**src/fst_pkg.sv**
```systemverilog
// Shared types, constants and helpers for the feed schedule timer.
package fst_pkg;

  localparam int unsigned SECONDS_PER_HOUR = 3600;

  localparam int unsigned IntervalW = 8;
  localparam int unsigned FeedLenW  = 16;
  localparam int unsigned CountW    = 20;
  localparam int unsigned ElapsedW  = 16;
  localparam int unsigned DelayW    = 21;
  localparam int unsigned CfgIdxW   = 2;

  localparam logic [IntervalW-1:0] IntervalReset = 8'd12;
  localparam logic [FeedLenW-1:0]  FeedLenReset  = 16'd10;
  localparam logic [CountW-1:0]    LimitReset    = 20'd86400;

  typedef enum logic [1:0] {
    CMD_TICK   = 2'd0,
    CMD_FEED   = 2'd1,
    CMD_ONCE   = 2'd2,
    CMD_RELOAD = 2'd3
  } fst_cmd_e;

  typedef enum logic [CfgIdxW-1:0] {
    REG_INTERVAL = 2'd0,
    REG_FEED_LEN = 2'd1,
    REG_LIMIT    = 2'd2
  } fst_reg_e;

  typedef struct packed {
    logic [IntervalW-1:0] interval_hours;
    logic [FeedLenW-1:0]  feeding_length;
    logic [CountW-1:0]    once_delay_limit;
  } fst_cfg_t;

  typedef struct packed {
    fst_cmd_e                  command;
    logic [ElapsedW-1:0]       elapsed;
    logic signed [DelayW-1:0]  once_delay;
  } fst_item_t;

  typedef struct packed {
    logic [CountW-1:0] countdown;
    logic              feeding_active;
    logic              status;
  } fst_result_t;

  function automatic logic [CountW-1:0] reload_value(input logic [IntervalW-1:0] hours);
    logic [31:0] prod;
    prod = 32'(hours) * 32'(SECONDS_PER_HOUR);
    return prod[CountW-1:0];
  endfunction

  localparam logic [CountW-1:0] PeriodicReset = 20'(12 * SECONDS_PER_HOUR);

endpackage

```
**src/fst_core.sv**
```systemverilog
// Timer state and the single-pass command update.
module fst_core (
  input  logic                clk_i,
  input  logic                rst_ni,
  input  logic                step_i,
  input  fst_pkg::fst_cfg_t   cfg_i,
  input  fst_pkg::fst_item_t  item_i,
  output fst_pkg::fst_result_t result_o
);
  import fst_pkg::*;

  logic [CountW-1:0]   periodic_q, periodic_d;
  logic [CountW-1:0]   oneshot_q, oneshot_d;
  logic                once_act_q, once_act_d;
  logic [FeedLenW-1:0] feed_left_q, feed_left_d;
  logic                flag_q, flag_d;
  logic [CountW-1:0]   shown_q, shown_d;
  logic                status;
  logic [CountW-1:0]   el_w;
  logic [CountW-1:0]   reload;
  logic                delay_bad;

  function automatic logic [CountW-1:0] next_count(
    input logic [CountW-1:0]   per,
    input logic [CountW-1:0]   once,
    input logic                act,
    input logic [FeedLenW-1:0] fl,
    input logic                flag
  );
    logic [CountW-1:0] n;
    n = per;
    if (act && (per == '0 || once < per)) n = once;
    if (fl != '0 || flag) n = '0;
    return n;
  endfunction

  assign el_w   = CountW'(item_i.elapsed);
  assign reload = reload_value(cfg_i.interval_hours);
  assign delay_bad = item_i.once_delay[DelayW-1] || (item_i.once_delay == '0) ||
                     (item_i.once_delay[CountW-1:0] > cfg_i.once_delay_limit);

  always_comb begin
    periodic_d  = periodic_q;
    oneshot_d   = oneshot_q;
    once_act_d  = once_act_q;
    feed_left_d = feed_left_q;
    flag_d      = flag_q;
    shown_d     = shown_q;
    status      = 1'b0;
    unique case (item_i.command)
      CMD_TICK: begin
        if (item_i.elapsed != '0) begin
          if (feed_left_q != '0) begin
            if (item_i.elapsed >= feed_left_q) begin
              feed_left_d = '0;
              flag_d      = 1'b0;
              if (periodic_q == '0) periodic_d = reload;
            end else begin
              feed_left_d = feed_left_q - item_i.elapsed;
            end
          end else begin
            periodic_d = (el_w >= periodic_q) ? '0 : periodic_q - el_w;
            if (once_act_q) begin
              oneshot_d = (el_w >= oneshot_q) ? '0 : oneshot_q - el_w;
            end
            if ((once_act_q && oneshot_d == '0) || periodic_d == '0) begin
              feed_left_d = cfg_i.feeding_length;
              flag_d      = 1'b1;
              if (once_act_q && oneshot_d == '0) once_act_d = 1'b0;
            end
          end
          shown_d = next_count(periodic_d, oneshot_d, once_act_d, feed_left_d, flag_d);
        end
      end
      CMD_FEED: begin
        periodic_d  = '0;
        feed_left_d = cfg_i.feeding_length;
        flag_d      = 1'b1;
        shown_d     = '0;
      end
      CMD_ONCE: begin
        if (delay_bad) begin
          status = 1'b1;
        end else begin
          oneshot_d  = item_i.once_delay[CountW-1:0];
          once_act_d = 1'b1;
          shown_d    = next_count(periodic_q, oneshot_d, 1'b1, feed_left_q, flag_q);
        end
      end
      CMD_RELOAD: begin
        periodic_d = reload;
        shown_d    = reload;
      end
      default: ;
    endcase
  end

  assign result_o = '{countdown: shown_d, feeding_active: flag_d, status: status};

  always_ff @(posedge clk_i or negedge rst_ni) begin
    if (!rst_ni) begin
      periodic_q  <= PeriodicReset;
      oneshot_q   <= '0;
      once_act_q  <= 1'b0;
      feed_left_q <= '0;
      flag_q      <= 1'b0;
      shown_q     <= PeriodicReset;
    end else if (step_i) begin
      periodic_q  <= periodic_d;
      oneshot_q   <= oneshot_d;
      once_act_q  <= once_act_d;
      feed_left_q <= feed_left_d;
      flag_q      <= flag_d;
      shown_q     <= shown_d;
    end
  end

endmodule

```
**src/feed_schedule_timer.sv**
```systemverilog
// Feed schedule timer top level: stream ports, configuration registers, item pipeline.
// Result path: an accepted item is held in the input register, then its result in the result register.
// Throughput: one item per cycle while the sink accepts results; the state update sits between the two registers.
// A full result register takes the next item as soon as the sink accepts its item.
// Reset (rst_ni low, asynchronous) returns configuration and timers to defaults;
// the periodic countdown restarts at 43200 seconds and no one-shot is pending.
module feed_schedule_timer (
  input  logic                        clk_i,
  input  logic                        rst_ni,
  input  logic                        s_axis_tvalid,
  output logic                        s_axis_tready,
  input  logic [39:0]                 s_axis_tdata,  // elapsed[15:0], once_delay[36:16], zero pad
  input  logic [1:0]                  s_axis_tuser,  // command
  output logic                        m_axis_tvalid,
  input  logic                        m_axis_tready,
  output logic [23:0]                 m_axis_tdata,  // countdown[19:0], feeding_active[20], pad
  output logic                        m_axis_tuser,  // status
  input  logic                        cfg_we_i,
  input  logic [fst_pkg::CfgIdxW-1:0] cfg_idx_i,
  input  logic [fst_pkg::CountW-1:0]  cfg_data_i
);
  import fst_pkg::*;

  fst_cfg_t    cfg_q;
  fst_item_t   item_q;
  logic        in_valid_q;
  fst_result_t res_q;
  fst_result_t res_d;
  logic        out_valid_q;
  logic        step;

  assign step          = in_valid_q && (!out_valid_q || m_axis_tready);
  assign s_axis_tready = !in_valid_q || step;

  always_ff @(posedge clk_i or negedge rst_ni) begin
    if (!rst_ni) begin
      cfg_q <= '{interval_hours: IntervalReset, feeding_length: FeedLenReset,
                 once_delay_limit: LimitReset};
    end else if (cfg_we_i) begin
      unique case (cfg_idx_i)
        REG_INTERVAL: cfg_q.interval_hours   <= cfg_data_i[IntervalW-1:0];
        REG_FEED_LEN: cfg_q.feeding_length   <= cfg_data_i[FeedLenW-1:0];
        REG_LIMIT:    cfg_q.once_delay_limit <= cfg_data_i;
        default: ;
      endcase
    end
  end

  always_ff @(posedge clk_i or negedge rst_ni) begin
    if (!rst_ni) begin
      in_valid_q <= 1'b0;
    end else if (s_axis_tready) begin
      in_valid_q <= s_axis_tvalid;
    end
  end

  always_ff @(posedge clk_i) begin
    if (s_axis_tready && s_axis_tvalid) begin
      item_q <= '{command: fst_cmd_e'(s_axis_tuser), elapsed: s_axis_tdata[15:0],
                  once_delay: s_axis_tdata[36:16]};
    end
  end

  fst_core u_core (
    .clk_i    (clk_i),
    .rst_ni   (rst_ni),
    .step_i   (step),
    .cfg_i    (cfg_q),
    .item_i   (item_q),
    .result_o (res_d)
  );

  always_ff @(posedge clk_i or negedge rst_ni) begin
    if (!rst_ni) begin
      out_valid_q <= 1'b0;
    end else if (step) begin
      out_valid_q <= 1'b1;
    end else if (m_axis_tready) begin
      out_valid_q <= 1'b0;
    end
  end

  always_ff @(posedge clk_i) begin
    if (step) begin
      res_q <= res_d;
    end
  end

  assign m_axis_tvalid = out_valid_q;
  assign m_axis_tdata  = {3'b000, res_q.feeding_active, res_q.countdown};
  assign m_axis_tuser  = res_q.status;

endmodule
```
**config.mk**
```make
export PLATFORM = sky130hd
export DESIGN_NAME = feed_schedule_timer
export DESIGN_NICKNAME = d
export VERILOG_FILES = /design/src/fst_pkg.sv /design/src/fst_core.sv /design/src/feed_schedule_timer.sv
export SDC_FILE = /design/constraint.sdc
export NUM_CORES = 1
export LEC_CHECK = 0
export BUFFER_PORTS_ARGS = -buffer_cell sky130_fd_sc_hd__buf_4
export CORE_MARGIN = 1
export CORE_UTILIZATION = 49
export CTS_BUF_LIST = sky130_fd_sc_hd__clkbuf_16
export DETAILED_ROUTE_END_ITERATION = 10
export PLACE_DENSITY = 0.75
export SYNTH_ARGS = -nofsm -noshare
export SYNTH_HDL_FRONTEND = slang
export SYNTH_SLANG_ARGS = --single-unit
```
**constraint.sdc**
```tcl
create_clock -name clk_i -period 5.9 [get_ports clk_i]
set_clock_uncertainty 0.05 [all_clocks]
set_input_delay 1.18 -clock clk_i [delete_from_list [all_inputs] [get_ports clk_i]]
set_output_delay 1.18 -clock clk_i [all_outputs]
set_load 0.1 [all_outputs]
```
* After elaboration in Yosys (flattened, before gate mapping) *
Cells that the tools add are included.

operators by class
  $add $sub $neg = 3
  mux-type cells = 51
  multipliers = 1
  reductions and logical operators = 35
  eq/ne operators = 7
  magnitude comparators = 6

operator list
  cell                    number
  $mux W20                23
  $mux W16                6
  $logic_not A20 Y1       4
  $pmux W20 S4            1
  $pmux W20 S3            1
  $reduce_bool A16 Y1     3
  $ge A16 B20 Y1          2
  $lt A20 B20 Y1          2
  $pmux W20 S2            1
  $sub A20 B16 Y20        2
  $pmux W16 S2            1
  $logic_not A21 Y1       1
  $gt A20 B20 Y1          1
  $ge A16 B16 Y1          1
  $mul A8 B8 Y16 const B  1
  $mux W1                 16
  $sub A16 B16 Y16        1
  $logic_or A1 B1 Y1      9
  $eq A2 B2 Y1 const B    3
  $reduce_and A2 Y1       3
  $reduce_and A3 Y1       2
  $reduce_bool A2 Y1      3
  $eq A2 B1 Y1 const B    2
  $logic_and A1 B1 Y1     4
  other kinds (7)         10

word-level totals
  word-level logic and storage cells = 120
  output and inout port bits = 27
  register bits after elaboration = 185

* Depth between registers and ports, before layout *
Gate-level depths: netlist of the first run.

  depth after elaboration = 18
  depth in mapped cells = 28
  gate-level depth less buffers = 25

* Modules after synthesis *
Synthesis of the first run repeated with hierarchy kept, for this count alone.

unflattened totals
  cells, all modules = 1545
  area total of the unflattened synthesis = 14619.0 µm²

modules (own cells, without submodules)
  module               cells each  area each (µm²)  instances
  fst_core             1378        10991.8          1
  feed_schedule_timer  167         3627.2           1

* Least setup slack after synthesis of the first run *
Ideal clock, no wire load.

  kind = register to register
  start = register cfg_q[39] (netlist name)
  end = register res_q (netlist bit m_axis_tdata[12]), data pin
  slack = 0.044 ns
  buffers on the path = 2
  data arrival time = 5.539 ns
  setup time = 0.266 ns
  cell stages (with the launch flop) = 26
  data required time = 5.584 ns
  cell sequence = dfstp_2 inv_1 fa_1 inv_1 ha_1 ha_1 ha_1 ha_1 and3_1 a221o_1 or4_1 o311ai_0 xnor2_1 nand3_1 o211ai_1 inv_1 ha_1 a21o_1 a211oi_1 o21ai_0 a21boi_2 or2_1 buf_6 buf_12 o21ai_1 o21ai_1

RTL lines
  item                    RTL line                   source
  start, declared         feed_schedule_timer.sv:24  fst_cfg_t cfg_q;
  start signal, assigned  feed_schedule_timer.sv:37  cfg_q <= '{interval_hours: IntervalReset, feeding_length: FeedLenReset,
  end signal, assigned    feed_schedule_timer.sv:85  res_q <= res_d;
  end, declared           feed_schedule_timer.sv:27  fst_result_t res_q;

==> results of run 1 <==
critical path, stage by stage, from the launching register on:
cell,delay (ps)
dfstp_2,610
fa_1,420
ha_1,300
ha_1,300
ha_1,300
ha_2,210
fa_2,370
a211oi_2,230
o21bai_2,130
a21oi_1,190
xnor2_1,190
nand3_1,190
o211a_1,230
ha_1,350
a21o_1,170
a21o_1,180
a211oi_2,210
o21ai_1,130
a21boi_4,160
buf_6,170
o21ai_0,370
o21ai_4,120
o211ai_1,220
timing repair:
item,CTS,global route
pin swaps,10,20
resized for setup,43,25
endpoints found under the setup margin,40,40
cloned,1,0
endpoints found under the hold margin,0,0
buffers inserted,4,2
power by group through the flow:
stage               clock (uW)  sequential (uW)  combinational (uW)
detailed placement           0             2000                4650
global placement             0             1990                4560
global route              1270             2010                5830
CTS                       1220             1970                5060
floorplan                    0             2180                2970
finish                    1210             1990                5430
registers in the layout (all words and copies together) (netlist names):
signal and flops:
cfg_q 44, in_valid_q 1, item_q 39, m_axis_tdata 21, m_axis_tuser 1, m_axis_tvalid 1, u_core.feed_left_q 16, u_core.flag_q 1
u_core.once_act_q 1, u_core.oneshot_q 20, u_core.periodic_q 20, u_core.shown_q 20
per-layer routing:
metal	wire length [um]	global-route usage	part of all wire
met5	41	0	0.00082
met4	2980	0.181	0.060
met3	4930	0.0763	0.099
met2	22300	0.519	0.45
met1	19800	0.435	0.40
through the flow:
| stage | power, uW | hold slack (ps) | TNS [ps] |
|---|---|---|---|
| 6_report | 8630 | 453 | -54.5 |
| 5_1_grt | 9120 | 464 | -3690 |
| 4_1_cts | 8260 | 448 | 0 |
| 3_5_place_dp | 6640 | 424 | -8160 |
| 3_3_place_gp | 6550 | 418 | -4750 |
| 2_1_floorplan | 5150 | 406 | 0 |
cell families after synthesis:
| kind of cell | after synthesis |
|---|---|
| buffers and inverters | 175 |
| other | 1 |
| AO/OA/AOI/OAI | 535 |
| multiplexers | 73 |
| XOR/XNOR | 45 |
| adder cells (fa/ha/maj) | 154 |
| AND/OR/NAND/NOR | 408 |
| flip-flops | 185 |
worst min path at each step:
stage,from,end,cells after the start
floorplan,u_core.shown_q[4],u_core.shown_q[4],2
global placement,u_core.shown_q[9],u_core.shown_q[9],2
detailed placement,u_core.shown_q[8],u_core.shown_q[8],2
CTS,u_core.shown_q[8],u_core.shown_q[8],2
global route,cfg_q[19],cfg_q[19],1
finish,u_core.shown_q[5],u_core.shown_q[5],2
cells in the final DEF (no fill, tap or decap), types with 25 or more instances in the layout:
master / instances
o21ai_1: 33
nor2_1: 65
mux2_2: 44
ha_1: 128
a21o_1: 42
dfrtp_1: 105
buf_4: 175
edfxtp_1: 61
inv_1: 96
nand4_1: 31
a22oi_1: 38
o21ai_0: 136
xnor2_1: 26
nor4_1: 25
nand2_1: 144
mux2i_1: 26
a21oi_1: 99
area by class of cell:
class | instances | share of cell area
Sequential cell | 185 | 0.293
Multi-Input combinational cell | 1218 | 0.537
Timing Repair Buffer | 182 | 0.0832
Clock inverter | 15 | 0.0114
Inverter | 99 | 0.0220
Clock buffer | 17 | 0.0251
Tap cell | 384 | 0.0284
==> flow_metrics.env, run 1 <==
export IMPL_rsz0062_at_grt="true"
export IMPL_insertion_delay_ps=460
export IMPL_synth_cell_type_count=91
export IMPL_start_util=0.500
export IMPL_rows=62
export IMPL_synth_top_area_cell="dfrtp_1"
export IMPL_yosysWarnings=0
export IMPL_p_leak_uw=0.00743
export IMPL_area_growth_synth_to_final_pct=17.4
export IMPL_setup_viol=1
export IMPL_synth_main_ff_cell="dfrtp_1"
export IMPL_r2r_slack_ps=-50
export IMPL_die_x_um=174
export IMPL_final_net_count=1926
export IMPL_nFillCells=2550
export IMPL_power_frac_seq=0.231
export IMPL_yosysTopAreaCellShare=0.182
export IMPL_grtUsageTotal=0.335
export IMPL_netlist_area_um2=14400
export IMPL_relSlewSlack=0.262
export IMPL_critical_path_required_ps=6130
export IMPL_synthTopCellsByCount="o21ai_0 (147), nand2_1 (144), ha_1 (143), dfrtp_1 (105), a21oi_1 (101)"
export IMPL_critPathMaxFanout=5
export IMPL_failed_checks="negative setup slack"
export IMPL_worst_setup_path_type="flip-flop to flip-flop"
export IMPL_coreArea_um2=28900
export IMPL_layout_drive_gt1_share=0.205
export IMPL_syn_area_per_cell_um2=9.15
export IMPL_postRouteAntennaNets=0
export IMPL_clockPowerShare=0.141
export IMPL_grt_max_degree=69
export IMPL_die_h_um=174
export IMPL_clkTransAtPathRegs_ps=80
export IMPL_hpwl_um=38100
export IMPL_arrival_ps=6190
export IMPL_crit_end="m_axis_tdata[9]"
export IMPL_diodes=0
export IMPL_hold_viol=0
export IMPL_regArea_um2=4960
export IMPL_status="complete, but fails checks"
export IMPL_clock_sinks=185
export IMPL_tightestPinTransition_ps=1100
export IMPL_cts_hold_buf=0
export IMPL_multiInputGateArea_um2=9090
export IMPL_power_density_nw_per_um2=510
export IMPL_fmax_mhz=168
export IMPL_synth_edf_count=61
export IMPL_min_path_type="flip-flop to flip-flop"
export IMPL_htree_levels=4
export IMPL_drc=0
export IMPL_netSwitchingFraction=0.483
export IMPL_cts_buffer_depth=2
export IMPL_irDropWorstVdd_mv=0.259
export IMPL_setup_ws_ps=-54.5
export IMPL_r2r_end="m_axis_tdata[9]"
export IMPL_finalCritPeriodShare=1.01
export IMPL_ys_seq_area_frac=0.344
export IMPL_first_pass_iters=6
export IMPL_drt_iter0_markers=1871
export IMPL_final_area_um2=16900
export IMPL_worst_setup_path_end_kind="flip-flop"
export IMPL_cp_start_kind="flip-flop"
export IMPL_ys_ff_latch=185
export IMPL_synthMuxAreaShare=0.0548
export IMPL_comb_power_share=0.629
export IMPL_synth_compound_area_frac=0.241
export IMPL_p_int_uw=4460
export IMPL_placed_cells=2061
export IMPL_min_period_ps=5950
export IMPL_synthXorXnorAreaFrac=0.0273
export IMPL_dpl_instance_area_um2=15900
export IMPL_reg2reg_depth=22
export IMPL_async_flop_share=0.670
export IMPL_die_area_um2=30100
export IMPL_placement_io_buffers=89
export IMPL_cts_root_buf="clkbuf_16"
export IMPL_cts_buffers=17
export IMPL_grt_pass1_vias=13200
export IMPL_dp_worst_setup_slack_ps=-339
export IMPL_grt_ovfl_total=0
export IMPL_cts_tree="yes"
export IMPL_synth_top_family_by_area="compound AO/OA/AOI/OAI gates"
export IMPL_synth_simple_gate_area_frac=0.143
export IMPL_synth_most_common_cell="o21ai_0"
export IMPL_synthAdderAreaFrac=0.139
export IMPL_wl_per_cell_um=23.8
export IMPL_critPathLaunch="cfg_q[38]"
export IMPL_gp_congestion=1.05
export IMPL_stdcell_count=2100
export IMPL_antenna_found_initial=0
export IMPL_maxCapViolCount=0
export IMPL_pin_count=96
export IMPL_via_count=13600
export IMPL_via_per_inst=6.48
export IMPL_grt_pass1_wl_um=76700
export IMPL_synthTopCellsByArea="dfrtp_1 (18%), edfxtp_1 (13%), ha_1 (12%), o21ai_0 (5.1%), nand2_1 (3.7%)"
export IMPL_syn_inst=1576
export IMPL_drv_slew=0
export IMPL_r2r_start="cfg_q[38]"
export IMPL_p_sw_uw=4170
export IMPL_utilization=0.587
export IMPL_wirelength_um=50000
(Power assumes the default switching activity.)
==> run 2, diff against run 1 <==
--- a/config.mk
+++ b/config.mk
@@ -5,12 +5,11 @@
 export SDC_FILE = /design/constraint.sdc
 export NUM_CORES = 1
 export LEC_CHECK = 0
-export BUFFER_PORTS_ARGS = -buffer_cell sky130_fd_sc_hd__buf_4
-export CORE_MARGIN = 1
 export CORE_UTILIZATION = 49
 export CTS_BUF_LIST = sky130_fd_sc_hd__clkbuf_16
 export DETAILED_ROUTE_END_ITERATION = 10
-export PLACE_DENSITY = 0.75
+export DONT_BUFFER_PORTS = 1
+export PLACE_DENSITY = 0.72
 export SYNTH_ARGS = -nofsm -noshare
 export SYNTH_HDL_FRONTEND = slang
 export SYNTH_SLANG_ARGS = --single-unit
==> run 2 against run 1 <==
  * The run still ends with negative setup slack left
  * Count of clock-buffer cells in the layout is the same
  * Register-to-register slack gained 40 ps
  * Non-clock buffer count decreased by 81
  * Wire length decreased by 1.8%
  * Global-route usage fell by 0.88 points
  * Largest cell class unchanged
  * Largest power group unchanged
==> flow_metrics.env, run 2 (synthesized netlist as in run 1, its figures left out) <==
export IMPL_via_per_inst=6.60
export IMPL_dpl_instance_area_um2=15200
export IMPL_final_area_um2=16200
export IMPL_wl_per_cell_um=24.3
export IMPL_placement_io_buffers=0
export IMPL_hpwl_um=37000
export IMPL_reg2reg_depth=25
export IMPL_tightestPinTransition_ps=1130
export IMPL_grt_pass1_vias=12900
export IMPL_cts_buffers=17
export IMPL_layout_drive_gt1_share=0.163
export IMPL_top_layer="met5"
export IMPL_die_h_um=174
export IMPL_failed_checks="negative setup slack"
export IMPL_final_net_count=1845
export IMPL_max_stage_delay_ps=540
export IMPL_gp_congestion=1.04
export IMPL_die_area_um2=30100
export IMPL_final_common_cell="nand2_1"
export IMPL_largest_register="cfg_q"
export IMPL_layout_common_cells="nand2_1 (143), o21ai_0 (135), ha_1 (132)"
export IMPL_start_util=0.500
export IMPL_setup_ws_ps=-14.6
export IMPL_grt_pass1_wl_um=74600
export IMPL_min_period_ps=5910
export IMPL_fmax_mhz=169
export IMPL_min_path_type="input port to asynchronous set/reset pin"
export IMPL_wl_met3_um=4890
export IMPL_worst_setup_path_end_kind="flip-flop"
export IMPL_antenna_found_initial=2
export IMPL_comb_power_share=0.584
export IMPL_die_x_um=174
export IMPL_clkTransAtPathRegs_ps=80
export IMPL_setup_viol=3
export IMPL_arrival_ps=6070
export IMPL_stdcell_count=2019
export IMPL_cts_hold_buf=0
export IMPL_status="complete, but fails checks"
export IMPL_cp_start_kind="flip-flop"
export IMPL_worst_setup_path_type="flip-flop to flip-flop"
export IMPL_path_depth=25
export IMPL_relSlewSlack=0.247
export IMPL_clock_sinks=185
export IMPL_utilization=0.562
export IMPL_clockPowerShare=0.143
export IMPL_critPathMaxFanout=6
export IMPL_grt_max_degree=125
export IMPL_crit_slowest_cell="dfstp_2"
export IMPL_rsz0062_at_grt="true"
export IMPL_finalCritPeriodShare=1.00
export IMPL_drv_slew=0
export IMPL_netSwitchingFraction=0.480
export IMPL_critical_path_required_ps=6050
export IMPL_met1Wirelength_um=19400
export IMPL_drt_iter0_markers=1680
export IMPL_p_sw_uw=4040
export IMPL_drc=0
export IMPL_cts_root_buf="clkbuf_16"
export IMPL_area_growth_synth_to_final_pct=12.5
export IMPL_critPathBufInv=4
export IMPL_cts_buffer_depth=2
export IMPL_wirelength_um=49100
export IMPL_hold_viol=0
export IMPL_rows=62
export IMPL_coreArea_um2=28900
export IMPL_placed_cells=1974
export IMPL_dp_worst_setup_slack_ps=-350
export IMPL_met2WireLength_um=21900
export IMPL_maxCapViolCount=0
export IMPL_first_pass_iters=6
export IMPL_via_count=13300
export IMPL_crit_family="adder cells"
export IMPL_pin_count=96
export IMPL_finalSetupTns_ps=-39.1
export IMPL_grtUsageTotal=0.326
export IMPL_p_int_uw=4380
export IMPL_irDropWorstVdd_mv=0.247
export IMPL_cts_tree="yes"
export IMPL_postRouteAntennaNets=0
export IMPL_nFillCells=2538
export IMPL_insertion_delay_ps=460
export IMPL_power_density_nw_per_um2=519
export IMPL_diodes=0
export IMPL_largest_register_ffs=44
export IMPL_htree_levels=4
export IMPL_grt_ovfl_total=0
export IMPL_cp_common_cell="ha_1"
export IMPL_power_frac_seq=0.274
export IMPL_p_leak_uw=0.00703
[run 2: changes by cell type in the layout (fill, tap and decap cells not counted), sizes merged]
cell / change
bufinv: +1
inv: +1
buf: -81
clkinv: -2
[run 2: worst paths after layout]
| path | from | end | slack, ps |
|---|---|---|---|
| min | rst_ni | u_core.feed_left_q[5] | 360 |
| max reg2reg | cfg_q[39] | m_axis_tdata[12] | -10 |
| max in group asynchronous | rst_ni | u_core.periodic_q[15] | 5150 |
| min in group clk_i | in_valid_q | m_axis_tvalid | 450 |
| max | cfg_q[39] | m_axis_tdata[12] | -10 |
| min reg2reg | in_valid_q | m_axis_tvalid | 450 |
[run 2: layout make-up]
type | count | area, um2 | share of cell area
Multi-Input combinational cell | 1218 | 9030 | 0.557
Sequential cell | 185 | 4960 | 0.306
Timing Repair Buffer | 101 | 781 | 0.0481
Tap cell | 384 | 480 | 0.0296
Clock buffer | 17 | 425 | 0.0262
Inverter | 99 | 372 | 0.0229
Clock inverter | 15 | 176 | 0.0109
[run 2: metrics by stage]
stage	power (uW)	hold slack, ps
after floorplan	5150	406
after global placement	6400	418
after detailed placement	6480	427
after CTS	7980	358
after global routing	8870	360
final	8420	364
[run 2: what timing repair did]
action	in CTS	in global routing
resized for setup	31	35
endpoints found under the setup margin	40	40
cloned	1	0
pin swaps	9	21
setup buffers	8	4
[run 2: layer usage]
metal / GRT usage / vias up
li1: - / 5986
met1: 0.407 / 6394
met2: 0.515 / 757
met3: 0.0838 / 195
met4: 0.179 / 2
met5: 0 / -
[run 2: power by group through the flow]
stage	Combinational [uW]	Sequential, uW	Clock, uW
after floorplan	2970	2180	0
after global placement	4090	2300	0
after detailed placement	4170	2310	0
after CTS	4480	2290	1210
after global routing	5290	2330	1250
final	4910	2300	1200
==> run 3, diff against run 2 <==
==> constraint.sdc (replaced) <==
create_clock -name clk_i -period 5.9 [get_ports clk_i]
set_clock_uncertainty 0.05 [all_clocks]
set_input_delay 0.295 -clock clk_i [delete_from_list [all_inputs] [get_ports clk_i]]
set_output_delay 0.295 -clock clk_i [all_outputs]
set_load 0.1 [all_outputs]
==> run 3 against run 2 <==
  * The run now ends clean
  * Critical path depth down 2
  * Wire length up 6.4%
  * Fmax rose by 0.93%
  * Final cell count is 3.5% higher
  * Sequential power barely moved
  * Worst hold slack worse by 190 ps
  * Count of clock-buffer cells in the layout stayed put
  * Via count is 2.2% higher
  * Die area did not move
  * Global-route usage grew 2.0 points
  * Design area rose by 4.4%
==> flow_metrics.env, run 3 (synthesized netlist as in run 1, its figures left out) <==
export IMPL_critPathLaunch="cfg_q[38]"
export IMPL_grtUsageMet2=0.548
export IMPL_postRouteAntennaNets=0
export IMPL_critPathMaxFanout=8
export IMPL_clockPowerShare=0.138
export IMPL_r2r_slack_ps=40
export IMPL_crit_end="m_axis_tdata[0]"
export IMPL_fmax_mhz=171
export IMPL_largest_register="cfg_q"
export IMPL_cts_tree="yes"
export IMPL_utilization=0.587
export IMPL_r2r_end="m_axis_tdata[0]"
export IMPL_diodes=0
export IMPL_final_net_count=1915
export IMPL_drv_slew=0
export IMPL_grt_busiest_layer="met2"
export IMPL_wirelength_um=52300
export IMPL_insertion_delay_ps=460
export IMPL_gp_congestion=0.998
export IMPL_r2r_start="cfg_q[38]"
export IMPL_critical_path_required_ps=6060
export IMPL_worst_setup_path_end_kind="flip-flop"
export IMPL_relSlewSlack=0.130
export IMPL_cts_buffer_depth=2
export IMPL_wl_per_cell_um=25.0
export IMPL_start_util=0.500
export IMPL_final_common_cell="nand2_1"
export IMPL_largest_register_ffs=44
export IMPL_stdcell_count=2089
export IMPL_power_frac_seq=0.270
export IMPL_p_int_uw=4410
export IMPL_grt_pass1_wl_um=78300
export IMPL_min_path_type="input port to flip-flop"
export IMPL_clkTransAtPathRegs_ps=80
export IMPL_globalRouteMet1Util=0.440
export IMPL_layout_drive_gt1_share=0.164
export IMPL_pin_count=96
export IMPL_die_h_um=174
export IMPL_reg2reg_depth=23
export IMPL_via_per_inst=6.52
export IMPL_regArea_um2=4960
export IMPL_htree_levels=4
export IMPL_drc=0
export IMPL_clock_sinks=185
export IMPL_arrival_ps=6020
export IMPL_hold_viol=0
export IMPL_maxCapViolCount=0
export IMPL_multiInputGateArea_um2=9070
export IMPL_placed_cells=1981
export IMPL_placement_io_buffers=0
export IMPL_grtUsageTotal=0.346
export IMPL_area_growth_synth_to_final_pct=17.5
export IMPL_grt_use_met3=0.0794
export IMPL_rsz0062_at_grt="true"
export IMPL_comb_power_share=0.592
export IMPL_hpwl_um=38600
export IMPL_finalCritPeriodShare=0.993
export IMPL_antenna_found_initial=0
export IMPL_tightestPinTransition_ps=1290
export IMPL_setup_viol=0
export IMPL_grt_ovfl_total=0
export IMPL_drt_iter0_markers=1495
export IMPL_min_period_ps=5860
export IMPL_grt_max_degree=125
export IMPL_netSwitchingFraction=0.483
export IMPL_p_leak_uw=0.00731
export IMPL_die_x_um=174
export IMPL_first_pass_iters=6
export IMPL_irDropWorstVdd_mv=0.297
export IMPL_nFillCells=2488
export IMPL_coreArea_um2=28900
export IMPL_layout_common_cells="nand2_1 (144), o21ai_0 (137), ha_1 (126)"
export IMPL_cts_root_buf="clkbuf_16"
export IMPL_power_density_nw_per_um2=503
export IMPL_rows=62
export IMPL_via_count=13600
export IMPL_p_sw_uw=4120
export IMPL_grt_pass1_vias=13200
export IMPL_status="finished clean"
export IMPL_worst_setup_path_type="flip-flop to flip-flop"
export IMPL_cts_buffers=17
export IMPL_cp_start_kind="flip-flop"
export IMPL_die_area_um2=30100
==> run 3: repair_timing <==
item                                    in CTS  in global routing
hold endpoints to repair                   209                  0
endpoints found under the setup margin      40                 40
hold buffers                                63                  0
setup buffers                                4                  7
pin swaps                                    5                 24
gates cloned                                 0                  2
resized for setup                           21                 42
==> run 3: power by group through the flow <==
stage               Sequential [uW]  Combinational, uW  Clock, uW
floorplan                      2180               2970          0
global placement               2300               4240          0
detailed placement             2310               4290          0
CTS                            2290               4550       1180
global route                   2320               5440       1230
finish                         2300               5050       1180
==> run 3: how the worst min path moves through the flow <==
stage / start / to / slack (ps) / depth (start not counted)
4_1_cts: cfg_idx_i[1] / cfg_q[39] / 160 / 4
5_1_grt: cfg_idx_i[1] / cfg_q[39] / 200 / 4
2_1_floorplan: rst_ni / cfg_q[0] / -50 / 0
3_3_place_gp: rst_ni / u_core.once_act_q / -40 / 0
3_5_place_dp: rst_ni / u_core.once_act_q / -40 / 0
6_report: cfg_idx_i[1] / cfg_q[39] / 180 / 4
==> run 3: final cells by class <==
class / count / area share
inverter: 99 / 0.0219
timing repair buffer: 171 / 0.0874
clock buffer: 17 / 0.0251
clock inverter: 15 / 0.00916
sequential: 185 / 0.293
tap: 384 / 0.0284
multi-input combinational: 1218 / 0.535
==> run 3: stage by stage <==
| stage | setup slack [ps] | hold slack (ps) | total power (uW) | instance area, um2 | TNS, ps |
|---|---|---|---|---|---|
| 2_1_floorplan | 44.4 | -50.6 | 5150 | 14400 | 0 |
| 3_3_place_gp | -111 | -36.0 | 6540 | 15300 | -1170 |
| 3_5_place_dp | -218 | -35.3 | 6600 | 15300 | -4350 |
| 4_1_cts | 2.17 | 158 | 8010 | 16600 | 0 |
| 5_1_grt | -151 | 200 | 9000 | 16900 | -2520 |
| 6_report | 40.0 | 176 | 8530 | 16900 | 0 |
==> run 3: routing by layer <==
metal	share of wire	wire length [um]
met1	0.40	20800
met2	0.45	23700
met3	0.091	4760
met4	0.058	3050
met5	0	0
==> run 3: worst max-delay path: stages, from the launching register on <==
cell and delay (ps):
dfstp_2 580, fa_1 430, ha_1 300, ha_1 300, ha_1 310, ha_1 240, a21o_1 210, a221o_1 310
or4_1 430, o311ai_2 110, xnor2_1 180, nand3_1 110, o211ai_1 220, inv_1 160, ha_4 300, nand4_1 130
nor2_1 110, o21ai_1 70, o21ai_1 170, a21boi_4 250, or2_4 170, buf_8 150, mux2i_2 240, o21ai_1 80
